==> src/rtl/thi_pkg.sv <==
`default_nettype none
// ----------------------------------------------------------------------------
// thi_pkg
// Shared types and constants for the terrain height interpolation block.
// ----------------------------------------------------------------------------
package thi_pkg;

    localparam int MAX_COLS  = 256;
    localparam int MAX_ROWS  = 256;
    localparam int FRAC_BITS = 8;

    localparam int ONE      = 1 << FRAC_BITS;
    localparam int DEPTH    = MAX_COLS * MAX_ROWS;
    localparam int ADDR_W   = $clog2(DEPTH);
    localparam int MAX_DIM  = (MAX_COLS > MAX_ROWS) ? MAX_COLS : MAX_ROWS;
    localparam int COL_W    = $clog2(MAX_COLS);
    localparam int ROW_W    = $clog2(MAX_ROWS);
    localparam int IDX_W    = $clog2(MAX_DIM);
    localparam int COLS_W   = $clog2(MAX_DIM + 1);
    localparam int FRAC_W   = FRAC_BITS + 1;

    // fixed field widths
    localparam int HEIGHT_W = 16;
    localparam int COORD_W  = 24;
    localparam int INDEX_W  = 16;
    localparam int CFG_W    = 9;
    localparam int SHIFT_W  = 3;
    localparam int CFG_IDX_W = 2;

    // grid-relative position: coordinate plus half the grid extent
    localparam int OFS_W = $clog2(MAX_DIM) + (1 << SHIFT_W) - 1 + FRAC_BITS;
    localparam int POS_W = ((COORD_W > OFS_W) ? COORD_W : OFS_W) + 2;

    // interpolation arithmetic
    localparam int DIFF_W = HEIGHT_W + 1;
    localparam int PROD_W = DIFF_W + FRAC_W + 1;
    localparam int NUM_W  = PROD_W + 2;

    localparam int QUEUE_DEPTH = 2;
    localparam int QPTR_W      = $clog2(QUEUE_DEPTH);
    localparam int QCNT_W      = $clog2(QUEUE_DEPTH + 1);

    typedef enum logic {
        OP_LOAD  = 1'b0,
        OP_QUERY = 1'b1
    } op_t;

    typedef enum logic [CFG_IDX_W-1:0] {
        CFG_GRID_COLS  = 2'd0,
        CFG_GRID_ROWS  = 2'd1,
        CFG_CELL_SHIFT = 2'd2
    } cfg_idx_t;

    // one classified word handed from the front to the back
    typedef struct packed {
        op_t                        op;
        logic [INDEX_W-1:0]         load_index;
        logic signed [HEIGHT_W-1:0] load_height;
        logic [COL_W-1:0]           col;
        logic [ROW_W-1:0]           row;
        logic [FRAC_W-1:0]          dx;
        logic [FRAC_W-1:0]          dz;
        logic                       clamped;
        logic [COLS_W-1:0]          cols;
    } desc_t;

    typedef enum logic [3:0] {
        S_IDLE,
        S_ADDR,
        S_RA,
        S_RB,
        S_RC,
        S_RD,
        S_CD,
        S_MUL,
        S_SUM,
        S_OUT
    } back_state_t;

endpackage
`default_nettype wire

==> src/rtl/thi_queue.sv <==
`default_nettype none
// ----------------------------------------------------------------------------
// thi_queue
// Short first-in first-out queue of classified words between front and back.
// ----------------------------------------------------------------------------
module thi_queue (
    input  wire logic           aclk,
    input  wire logic           aresetn,
    input  wire logic           push_valid,
    output logic                push_ready,
    input  wire thi_pkg::desc_t push_data,
    output logic                pop_valid,
    input  wire logic           pop_ready,
    output thi_pkg::desc_t      pop_data
);
    import thi_pkg::*;

    desc_t             entries_reg [QUEUE_DEPTH];
    logic [QPTR_W-1:0] wr_ptr_reg, wr_ptr_next;
    logic [QPTR_W-1:0] rd_ptr_reg, rd_ptr_next;
    logic [QCNT_W-1:0] count_reg, count_next;
    logic              do_push, do_pop;

    assign push_ready = (count_reg != QCNT_W'(QUEUE_DEPTH));
    assign pop_valid  = (count_reg != '0);
    assign do_push    = push_valid && push_ready;
    assign do_pop     = pop_valid && pop_ready;
    assign pop_data   = entries_reg[rd_ptr_reg];

    always_comb begin
        wr_ptr_next = wr_ptr_reg;
        rd_ptr_next = rd_ptr_reg;
        count_next  = count_reg;
        if (do_push) begin
            wr_ptr_next = (wr_ptr_reg == QPTR_W'(QUEUE_DEPTH - 1)) ? '0
                                                                  : wr_ptr_reg + QPTR_W'(1);
        end
        if (do_pop) begin
            rd_ptr_next = (rd_ptr_reg == QPTR_W'(QUEUE_DEPTH - 1)) ? '0
                                                                  : rd_ptr_reg + QPTR_W'(1);
        end
        if (do_push && !do_pop) begin
            count_next = count_reg + QCNT_W'(1);
        end else if (do_pop && !do_push) begin
            count_next = count_reg - QCNT_W'(1);
        end
    end

    always_ff @(posedge aclk) begin
        if (!aresetn) begin
            wr_ptr_reg <= '0;
            rd_ptr_reg <= '0;
            count_reg  <= '0;
        end else begin
            wr_ptr_reg <= wr_ptr_next;
            rd_ptr_reg <= rd_ptr_next;
            count_reg  <= count_next;
        end
    end

    always_ff @(posedge aclk) begin
        if (do_push) begin
            entries_reg[wr_ptr_reg] <= push_data;
        end
    end

    a_count_bound: assert property (@(posedge aclk) disable iff (!aresetn)
        count_reg <= QCNT_W'(QUEUE_DEPTH))
        else $error("queue count above depth");

    a_push_grows: assert property (@(posedge aclk) disable iff (!aresetn)
        (do_push && !do_pop) |=> (count_reg == $past(count_reg) + QCNT_W'(1)))
        else $error("queue count did not grow on push");

endmodule
`default_nettype wire

==> config.mk <==
export PLATFORM = sky130hd
export DESIGN_NAME = thi_queue
export DESIGN_NICKNAME = d
export VERILOG_FILES = /design/src/rtl/thi_pkg.sv /design/src/rtl/thi_queue.sv
export SDC_FILE = /design/constraint.sdc
export NUM_CORES = 1
export LEC_CHECK = 0
export ABC_AREA = 1
export BUFFER_PORTS_ARGS = -buffer_cell sky130_fd_sc_hd__buf_2
export CELL_PAD_IN_SITES_DETAIL_PLACEMENT = 0
export CELL_PAD_IN_SITES_GLOBAL_PLACEMENT = 1
export CORE_MARGIN = 4
export CORE_UTILIZATION = 40
export CTS_CLUSTER_SIZE = 25
export DETAILED_ROUTE_END_ITERATION = 10
export PLACE_DENSITY_LB_ADDON = 0.08
export SYNTH_ARGS = -nofsm -noshare
export SYNTH_HDL_FRONTEND = slang
export SYNTH_SLANG_ARGS = --single-unit
export TNS_END_PERCENT = 5
==> constraint.sdc <==
create_clock -name aclk -period 4.4 [get_ports aclk]
set_input_delay 0.88 -clock aclk [delete_from_list [all_inputs] [get_ports aclk]]
set_output_delay 0.88 -clock aclk [all_outputs]
set_load 0.02 [all_outputs]
# Yosys cells after proc, flatten, opt, wreduce, memory -nomap -nowiden
# Memory sizes are Yosys's and may differ from the RTL's. A register that Yosys moved wholly into a read port is not among the register bits.
# Index checks and enable logic that the tools add are counted.
# op_classes
n_mux	8
n_eq_ne	1
n_addsub	4
n_reduce_logical	8
# ops
operator	count
1-bit two-way mux	6
1-bit logical AND	4
2-bit two-way mux	2
2-bit nonzero test	2
1-bit adder (second input constant)	2
2-bit by 1-bit adder with 2-bit output (second input constant)	1
1-bit logical NOT	2
2-bit inequality test (second input constant)	1
2-bit by 1-bit subtractor with 2-bit output (second input constant)	1
# totals
input_bits	81
memories	1
register_bits	4
ramBits	154
# mem_list
memory	words	width	read_ports	rd_ports_with_merged_regs	write_ports	line_no	source
entries_reg	2	77	1	1	1	thi_queue.sv:18	desc_t entries_reg [QUEUE_DEPTH];

# Logic depth before layout (Yosys ltp)
# Gate-level depths: netlist (run 1).
# logic_depth
depth_word	6
mapped_depth	11

# Worst setup path before layout (run 1)
# OpenSTA, ideal clock, no wires.
# synth_timing
kind	in2reg
startpoint	input port push_valid
endpoint	memory entries_reg[0][0] (netlist name), enable pin
setup_slack_ns	-0.304
path_buffers	0
setup_time_ns	0.513
arrival_time_ns	4.191
path_stages	2
t_required_ns	3.887
cell_sequence	nand2_1 nor2_1
# synth_via
elab_chain_cells	3
# synth_lines
item	line_no	source
start, declared	thi_queue.sv:9	input wire logic push_valid,
1-bit logical AND	thi_queue.sv:26	assign do_push = push_valid && push_ready;
1-bit two-way mux	thi_queue.sv:62	if (do_push) begin
1-bit two-way mux (implied by the code)	thi_queue.sv:63	entries_reg[wr_ptr_reg] <= push_data;
end, declared	thi_queue.sv:18	
# Every way passes these cells.

==> results of run 1 <==
## metal layers
metal / GRT usage (%) / wire (um)
met5: 0 / 13
met1: 15.28 / 4303
met2: 20.81 / 5413
met3: 5.321 / 881
met4: 5.501 / 175
## worst max-delay path by stage
| stage | startpoint | to | cells past startpoint |
|---|---|---|---|
| floorplan | push_valid | entries_reg[0][0] | 2 |
| CTS | flop | pop_data[63] | 3 |
| global route | flop | pop_data[63] | 3 |
| detailed placement | flop | pop_data[63] | 3 |
| finish | flop | pop_data[63] | 3 |
| global placement | flop | pop_data[11] | 3 |
## kinds of logic after synthesis
logic type / synth area share [%]
DFF: 79.65
muxes: 16.52
and+or+nand+nor: 1.266
buffers and inverters: 1.983
AOI/OAI and AO/OA: 0.3796
adders and majority gates: 0.2109
## worst max-delay path: cells and delay by family, from the launching register on
family | cells | cell delay [ns]
buf+inv | 2 | 0.59
flops | 1 | 0.81
mux | 1 | 0.38
## area by class of cell
cell class	instances	area, um^2
flip-flops and latches	159	4728
inverters	8	30.03
multi-input cells	101	1105
well taps	184	230.2
clock inverters	11	100.1
clock buffers	19	432.9
repair buffers	164	858.3
fillers	1281	7049
## power by group
part / total, mW / switching (mW) / internal (mW)
Clock: 1.34 / 0.525 / 0.813
Sequential: 2.02 / 0.100 / 1.92
Combinational: 1.09 / 0.627 / 0.462
Total: 4.44 / 1.25 / 3.19
## synth_stat cells (all sizes together)
library cell	instances	area [um^2]
dfxtp	5	100.1
a21oi	1	5.000
o21a	1	7.510
edfxtp	154	4624
nand4	1	6.260
inv	8	30.03
o21ai	2	10.01
nor2	8	30.03
nand2	9	33.78
buf	9	87.58
ha	1	12.51
mux2	77	979.7
nand3	1	5.000
## stage by stage
stage,utilization (%),cells
floorplan,-,277
global placement,47.83,616
detailed placement,47.83,616
CTS,51.50,646
global route,51.50,646
finish,51.50,646
==> results.py, run 1 <==
metrics = {
    "global_route": {
        "grt_overflow_total": 0,
        "grt_pass1_wl_mm": 15.90,
        "antenna_found_initial": 1,
        "grt_max_degree": 53,
        "grtUsageTotal_pct": 12.88,
        "first_global_vias": 3177,
    },
    "synth": {
        "synth_seq_cells": 159,
        "ys_warn_count": 0,
        "syn_nets": 359,
        "synthCells": 277,
        "ys_types": 16,
        "syn_area_per_cell_um2": 21.41,
        "ys_seq_area_share_pct": 79.65,
        "syn_area_mm2": 0.005932,
    },
    "die": {
        "die_area_mm2": 0.01684,
        "die_h_um": 129.8,
        "start_util_pct": 40.81,
        "core_mm2": 0.01453,
        "ioPinCount": 160,
        "row_count": 44,
        "fp.dieW_um": 129.8,
    },
    "critical_path": {
        "rr_worst_depth": 5,
        "cp.required_ns": 3.52,
        "reg2reg_slack_ns": 2.29,
        "arrival_ns": 2.21,
        "critPathSlowestCell": "dfxtp_4",
        "timing.rr.start": "count_reg[0]",
        "worstReg2RegEnd": "entries_reg[0][9]",
        "cp-start-kind": "flop",
        "critical_path_class": "reg -> out",
        "cp-end-kind": "output port",
        "path_cells": "buf_4, mux2_2, buf_2",
        "worst-path-max-fanout": 44,
        "max_stage_delay_ns": 0.81,
    },
    "hold_path": {
        "hold_end": "rd_ptr_reg",
        "hold_class": "reg -> reg",
        "holdPathStages": 2,
        "hold_start": "rd_ptr_reg",
    },
    "sta": {
        "min_period_ns": 3.094,
        "hold-worst-slack_ns": 0.4959,
        "period_share_pct": 70.32,
        "worst_pin_slew_ns": 0.8219,
        "setup_tns_ns": 0,
        "fin_worst_skew_ns": 0.01049,
        "setup_slack_ns": 1.306,
        "max_clock_freq_ghz": 0.3232,
        "rsz0062_at_grt": "no",
        "slew_headroom_pct": 45.08,
        "hold_violations": 0,
        "final-max-slew-violation-count": 0,
        "finalSetupViolCount": 0,
    },
    "place": {
        "gp_congestion": 0.6788,
        "post-dp-hpwl_mm": 7.150,
        "portBuffers": 159,
        "dpl_cell_area_mm2": 0.006952,
        "dpl_worst_slack_ns": 1.687,
    },
    "final_layout": {
        "final_area_mm2": 0.007485,
        "largest_register_ffs": 154,
        "layout_common_cells": "159 x buf_2, 154 x edfxtp_1, 47 x mux2_2, 30 x mux2_4, 17 x clkbuf_16",
        "area_growth_syn_to_layout_pct": 26.18,
        "layout_commonest_cell": "buf_2",
        "nets": 533,
        "drive_gt1_share_pct": 57.58,
        "antennaDiodeCount": 0,
    },
    "drt": {
        "drcViolationCount": 0,
        "wl_per_cell_um": 16.70,
        "vias": 2994,
        "routed_wl_mm": 10.79,
        "dr.pass1.iters": 4,
        "avgViaCountPerCell": 4.635,
        "ant_nets": 0,
        "drt_iter0_markers": 129,
    },
    "flow_run": {
        "max_cap_violations": 0,
    },
    "cts": {
        "clk_latency_ns": 0.41,
        "cts-root-buf": "clkbuf_16",
        "cts_buffers": 17,
        "clk_path_buf_depth": 2,
        "ctsHoldBuffers": 0,
        "cts_sinks": 159,
        "cts.reportedPaths.clkPinSlew_ns": 0.05,
        "tritoncts": "done",
        "post_cts_buffers": 0,
        "ctsResizeCount": 0,
        "htreeDepth": 4,
    },
    "power_and_ir_drop": {
        "p_leak_nw": 2.871,
        "powerDensity_mw_per_mm2": 593.7,
        "total_power_mw": 4.444,
        "vdd_ir_drop_max_uv": 245.4,
    },
    "status": {
        "outcome": "completed",
    },
}
No activity file was read; power rests on OpenSTA's default activity.
==> run 2: changes to the inputs <==
--- a/config.mk
+++ b/config.mk
@@ -10,7 +10,7 @@
 export CELL_PAD_IN_SITES_DETAIL_PLACEMENT = 0
 export CELL_PAD_IN_SITES_GLOBAL_PLACEMENT = 1
 export CORE_MARGIN = 4
-export CORE_UTILIZATION = 40
+export CORE_UTILIZATION = 44
 export CTS_CLUSTER_SIZE = 25
 export DETAILED_ROUTE_END_ITERATION = 10
 export PLACE_DENSITY_LB_ADDON = 0.08
==> constraint.sdc (replaced) <==
create_clock -name aclk -period 3.2 [get_ports aclk]
set_input_delay 0.64 -clock aclk [delete_from_list [all_inputs] [get_ports aclk]]
set_output_delay 0.64 -clock aclk [all_outputs]
set_load 0.02 [all_outputs]
==> results.py, run 2 (synthesis results as in run 1) <==
metrics = {
    "sta": {
        "rsz0062_at_grt": "no",
        "max_clock_freq_ghz": 0.3835,
        "finalSetupViolCount": 0,
        "hold-worst-slack_ns": 0.4156,
        "period_share_pct": 81.48,
        "setup_tns_ns": 0,
        "hold_violations": 0,
        "worst_pin_slew_ns": 0.6108,
        "fin_worst_skew_ns": 0.005680,
        "final-max-slew-violation-count": 0,
        "min_period_ns": 2.607,
        "slew_headroom_pct": 59.28,
    },
    "drt": {
        "routed_wl_mm": 10.53,
        "vias": 3013,
        "avgViaCountPerCell": 4.700,
        "drcViolationCount": 0,
        "drt_iter0_markers": 129,
        "wl_per_cell_um": 16.42,
        "dr.pass1.iters": 4,
        "ant_nets": 0,
    },
    "die": {
        "ioPinCount": 160,
        "die_h_um": 124.1,
        "die_area_mm2": 0.01540,
        "row_count": 42,
        "core_mm2": 0.01324,
        "start_util_pct": 44.79,
        "fp.dieW_um": 124.1,
    },
    "global_route": {
        "grt_overflow_total": 0,
        "first_global_vias": 3137,
        "grt_pass1_wl_mm": 15.79,
        "antenna_found_initial": 3,
        "grtUsageTotal_pct": 14.17,
        "grt_max_degree": 45,
    },
    "cts": {
        "ctsResizeCount": 0,
        "clk_path_buf_depth": 2,
        "cts_sinks": 159,
        "htreeDepth": 4,
        "tritoncts": "done",
        "cts.reportedPaths.clkPinSlew_ns": 0.06,
        "cts_buffers": 17,
        "ctsHoldBuffers": 0,
        "cts-root-buf": "clkbuf_16",
        "clk_latency_ns": 0.41,
        "post_cts_buffers": 0,
    },
    "critical_path": {
        "cp-start-kind": "flop",
        "worst-path-max-fanout": 39,
        "arrival_ns": 1.97,
        "critical_path_class": "reg -> out",
        "cp.required_ns": 2.56,
        "cp-end-kind": "output port",
        "reg2reg_slack_ns": 1.45,
    },
    "status": {
        "outcome": "completed",
    },
    "final_layout": {
        "layout_commonest_cell": "buf_2",
        "nets": 535,
        "fill_cells": 1119,
        "antennaDiodeCount": 0,
        "final_area_mm2": 0.007505,
        "largest_register_ffs": 154,
        "area_growth_syn_to_layout_pct": 26.51,
        "drive_gt1_share_pct": 57.85,
        "layout_common_cells": "159 x buf_2, 154 x edfxtp_1, 47 x mux2_2, 30 x mux2_4, 17 x clkbuf_16",
    },
    "hold_path": {
        "hold_class": "in -> reg",
    },
    "power_and_ir_drop": {
        "total_power_mw": 6.188,
        "p_leak_nw": 2.895,
        "vdd_ir_drop_max_uv": 443.9,
        "powerDensity_mw_per_mm2": 824.5,
    },
    "place": {
        "post-dp-hpwl_mm": 7.102,
        "portBuffers": 159,
        "gp_congestion": 0.7600,
        "dpl_cell_area_mm2": 0.006944,
    },
    "flow_run": {
        "max_cap_violations": 0,
    },
}
## run 2: routing by layer
| layer | GRT usage, % | vias to the layer above | share of wire, % |
|---|---|---|---|
| met5 | 0 | - | 0.27 |
| met4 | 6.160 | 6 | 1.8 |
| met3 | 6.767 | 20 | 9.6 |
| met2 | 21.59 | 109 | 47 |
| met1 | 17.26 | 1452 | 41 |
| li1 | - | 1426 | - |
## run 2: cell type report
| class | count | area (um^2) | share of cell area [%] |
|---|---|---|---|
| flip-flops and latches | 159 | 4728 | 63.00 |
| multi-input cells | 101 | 1105 | 14.72 |
| repair buffers | 166 | 860.8 | 11.47 |
| clock buffers | 21 | 440.4 | 5.869 |
| well taps | 176 | 220.2 | 2.934 |
| clock inverters | 10 | 120.1 | 1.601 |
| inverters | 8 | 30.03 | 0.4001 |
## run 2: through the flow
step / std cells / utilization (%) / setup slack, ns
6_report: 641 / 56.67 / 0.5926
5_1_grt: 641 / 56.67 / 0.4912
4_1_cts: 641 / 56.67 / 0.5440
3_5_place_dp: 610 / 52.44 / 0.9994
3_3_place_gp: 610 / 52.44 / 1.014
2_1_floorplan: 277 / - / -1.264
## run 2: final timing paths
| path | from | endpoint | depth (start not counted) |
|---|---|---|---|
| hold reg to reg | rd_ptr_reg | flop | 2 |
| hold / removal | push_data[4] | entries_reg[0][4] | 1 |
| setup reg to reg | count_reg[0] | entries_reg[1][36] | 5 |
| setup / recovery | flop | pop_data[12] | 3 |
## run 2: report_power, final
part	internal [mW]	switching, mW
registers	2.64	0.130
logic	0.637	0.871
clock network	1.21	0.708
total	4.48	1.71
## run 2: worst max-delay path, cell delays in order (launching register included)
cell     delay (ns)
dfxtp_4        0.73
buf_4          0.30
mux2_2         0.34
buf_2          0.16
==> run 3: changes to the inputs <==
--- a/config.mk
+++ b/config.mk
@@ -10,7 +10,7 @@
 export CELL_PAD_IN_SITES_DETAIL_PLACEMENT = 0
 export CELL_PAD_IN_SITES_GLOBAL_PLACEMENT = 1
 export CORE_MARGIN = 4
-export CORE_UTILIZATION = 44
+export CORE_UTILIZATION = 40
 export CTS_CLUSTER_SIZE = 25
 export DETAILED_ROUTE_END_ITERATION = 10
 export PLACE_DENSITY_LB_ADDON = 0.08
==> constraint.sdc (replaced) <==
create_clock -name aclk -period 2.2 [get_ports aclk]
set_input_delay 0.44 -clock aclk [delete_from_list [all_inputs] [get_ports aclk]]
set_output_delay 0.44 -clock aclk [all_outputs]
set_load 0.02 [all_outputs]
==> results.py, run 3 (synthesis results as in run 1) <==
metrics = {
    "status": {
        "outcome": "completed",
    },
    "sta": {
        "max_clock_freq_ghz": 0.5006,
        "finalSetupViolCount": 0,
        "worst_pin_slew_ns": 0.3417,
        "period_share_pct": 90.81,
        "setup_slack_ns": 0.2022,
        "final-max-slew-violation-count": 0,
        "slew_headroom_pct": 77.22,
        "min_period_ns": 1.998,
        "hold_violations": 0,
        "hold-worst-slack_ns": 0.2157,
        "fin_worst_skew_ns": 0.006710,
        "rsz0062_at_grt": "no",
    },
    "critical_path": {
        "rr_worst_depth": 5,
        "critical_path_class": "reg -> out",
        "cp.required_ns": 1.76,
        "cp-endpoint": "pop_data[61]",
        "worstReg2RegEnd": "entries_reg[0][43]",
        "arrival_ns": 1.56,
        "reg2reg_slack_ns": 0.74,
        "worst-path-max-fanout": 11,
        "cp-end-kind": "output port",
        "timing.rr.start": "count_reg[0]",
        "cp-start-kind": "flop",
    },
    "global_route": {
        "grt_overflow_total": 0,
        "first_global_vias": 3149,
        "antenna_found_initial": 0,
        "grt_max_degree": 57,
        "grtUsageTotal_pct": 13.27,
        "grt_pass1_wl_mm": 16.38,
    },
    "power_and_ir_drop": {
        "power_switching_mw": 2.516,
        "p_leak_nw": 2.905,
        "total_power_mw": 8.952,
        "seq_power_share_pct": 44.0,
        "powerDensity_mw_per_mm2": 1187,
        "vdd_ir_drop_max_uv": 545.9,
        "p_int_mw": 6.436,
        "switching_share_pct": 28.10,
        "power_frac_comb_pct": 26.2,
        "clockPowerShare_pct": 29.8,
    },
    "cts": {
        "htreeDepth": 4,
        "clk_latency_ns": 0.41,
        "cts_sinks": 159,
        "ctsHoldBuffers": 0,
        "cts.reportedPaths.clkPinSlew_ns": 0.06,
        "tritoncts": "done",
        "clk_path_buf_depth": 2,
        "cts-root-buf": "clkbuf_16",
        "cts_buffers": 17,
    },
    "die": {
        "row_count": 44,
        "start_util_pct": 40.81,
        "die_area_mm2": 0.01684,
        "die_h_um": 129.8,
        "fp.dieW_um": 129.8,
        "ioPinCount": 160,
        "core_mm2": 0.01453,
    },
    "final_layout": {
        "area_growth_syn_to_layout_pct": 27.19,
        "fill_cells": 1280,
        "nets": 536,
        "largest_register_ffs": 154,
        "layout_common_cells": "159 x buf_2, 154 x edfxtp_1, 46 x mux2_2, 31 x mux2_4, 17 x clkbuf_16",
        "antennaDiodeCount": 0,
        "drive_gt1_share_pct": 58.84,
        "layout.cells.non_filler": 648,
        "final_area_mm2": 0.007545,
        "layout_commonest_cell": "buf_2",
    },
    "drt": {
        "drcViolationCount": 0,
        "vias": 2980,
        "routed_wl_mm": 10.65,
        "dr.pass1.iters": 4,
        "ant_nets": 0,
        "drt_iter0_markers": 158,
        "wl_per_cell_um": 16.43,
        "avgViaCountPerCell": 4.599,
    },
    "hold_path": {
        "holdPathStages": 1,
        "hold_class": "in -> reg",
    },
    "place": {
        "dp.cells": 618,
        "dpl_cell_area_mm2": 0.007002,
        "dpl_worst_slack_ns": 0.4556,
        "portBuffers": 159,
        "post-dp-hpwl_mm": 7.061,
        "gp_congestion": 0.6840,
    },
    "flow_run": {
        "max_cap_violations": 0,
    },
}
-- run 3: changes by cell type in the layout (fill, tap and decap cells not counted), sizes merged --
cell	previous run	this run
bufinv	3	2
buf	166	167
clkinv	7	8
clkbuf	21	19
-- run 3: how the worst min path moves through the flow --
stage	from	to	slack, ns
finish	push_data[66]	entries_reg[1][66]	0.22
global route	push_data[69]	entries_reg[1][69]	0.19
CTS	push_data[66]	entries_reg[1][66]	0.19
detailed placement	rd_ptr_reg	rd_ptr_reg	0.50
global placement	rd_ptr_reg	flop	0.48
floorplan	rd_ptr_reg	flop	0.47
-- run 3: through the flow --
step	setup TNS, ns	util (%)
floorplan	0	-
global placement	0	48.17
detailed placement	0	48.17
CTS	-0.005274	51.86
global route	0	51.91
finish	0	51.91
-- run 3: critical path, stage by stage, from the launching register on --
cell,delay (ns)
dfxtp_4,0.39
buf_4,0.25
mux2_2,0.35
buf_2,0.16
-- run 3: final cells by class --
class	count	area, um^2	share of cell area, %
clock buffers	19	432.9	5.738
clock inverters	10	98.84	1.310
inverters	8	30.03	0.3980
multi-input cells	101	1119	14.83
flip-flops and latches	159	4728	62.67
well taps	184	230.2	3.051
repair buffers	167	905.9	12.01
-- run 3: routing by layer --
metal	global-route usage (%)	up-vias	wire length [um]	share of wire, %
met5	0	-	0	0
met4	6.846	0	251	2.4
met3	4.544	17	747	7.0
met2	22.51	99	5430	51
met1	14.87	1437	4218	40
li1	-	1427	-	-
-- run 3: repair_timing --
item	in CTS	in global routing
setup buffers	0	1
resized for setup	1	0
setup endpoints to repair	2	40
endpoints found under the hold margin	0	0
-- run 3: power by group through the flow --
stage	logic [mW]	clock network [mW]	registers [mW]
floorplan	1.68	0	3.98
global placement	2.36	0	4.02
detailed placement	2.37	0	4.04
CTS	2.38	2.75	3.97
global route	2.54	2.89	3.98
finish	2.34	2.67	3.94
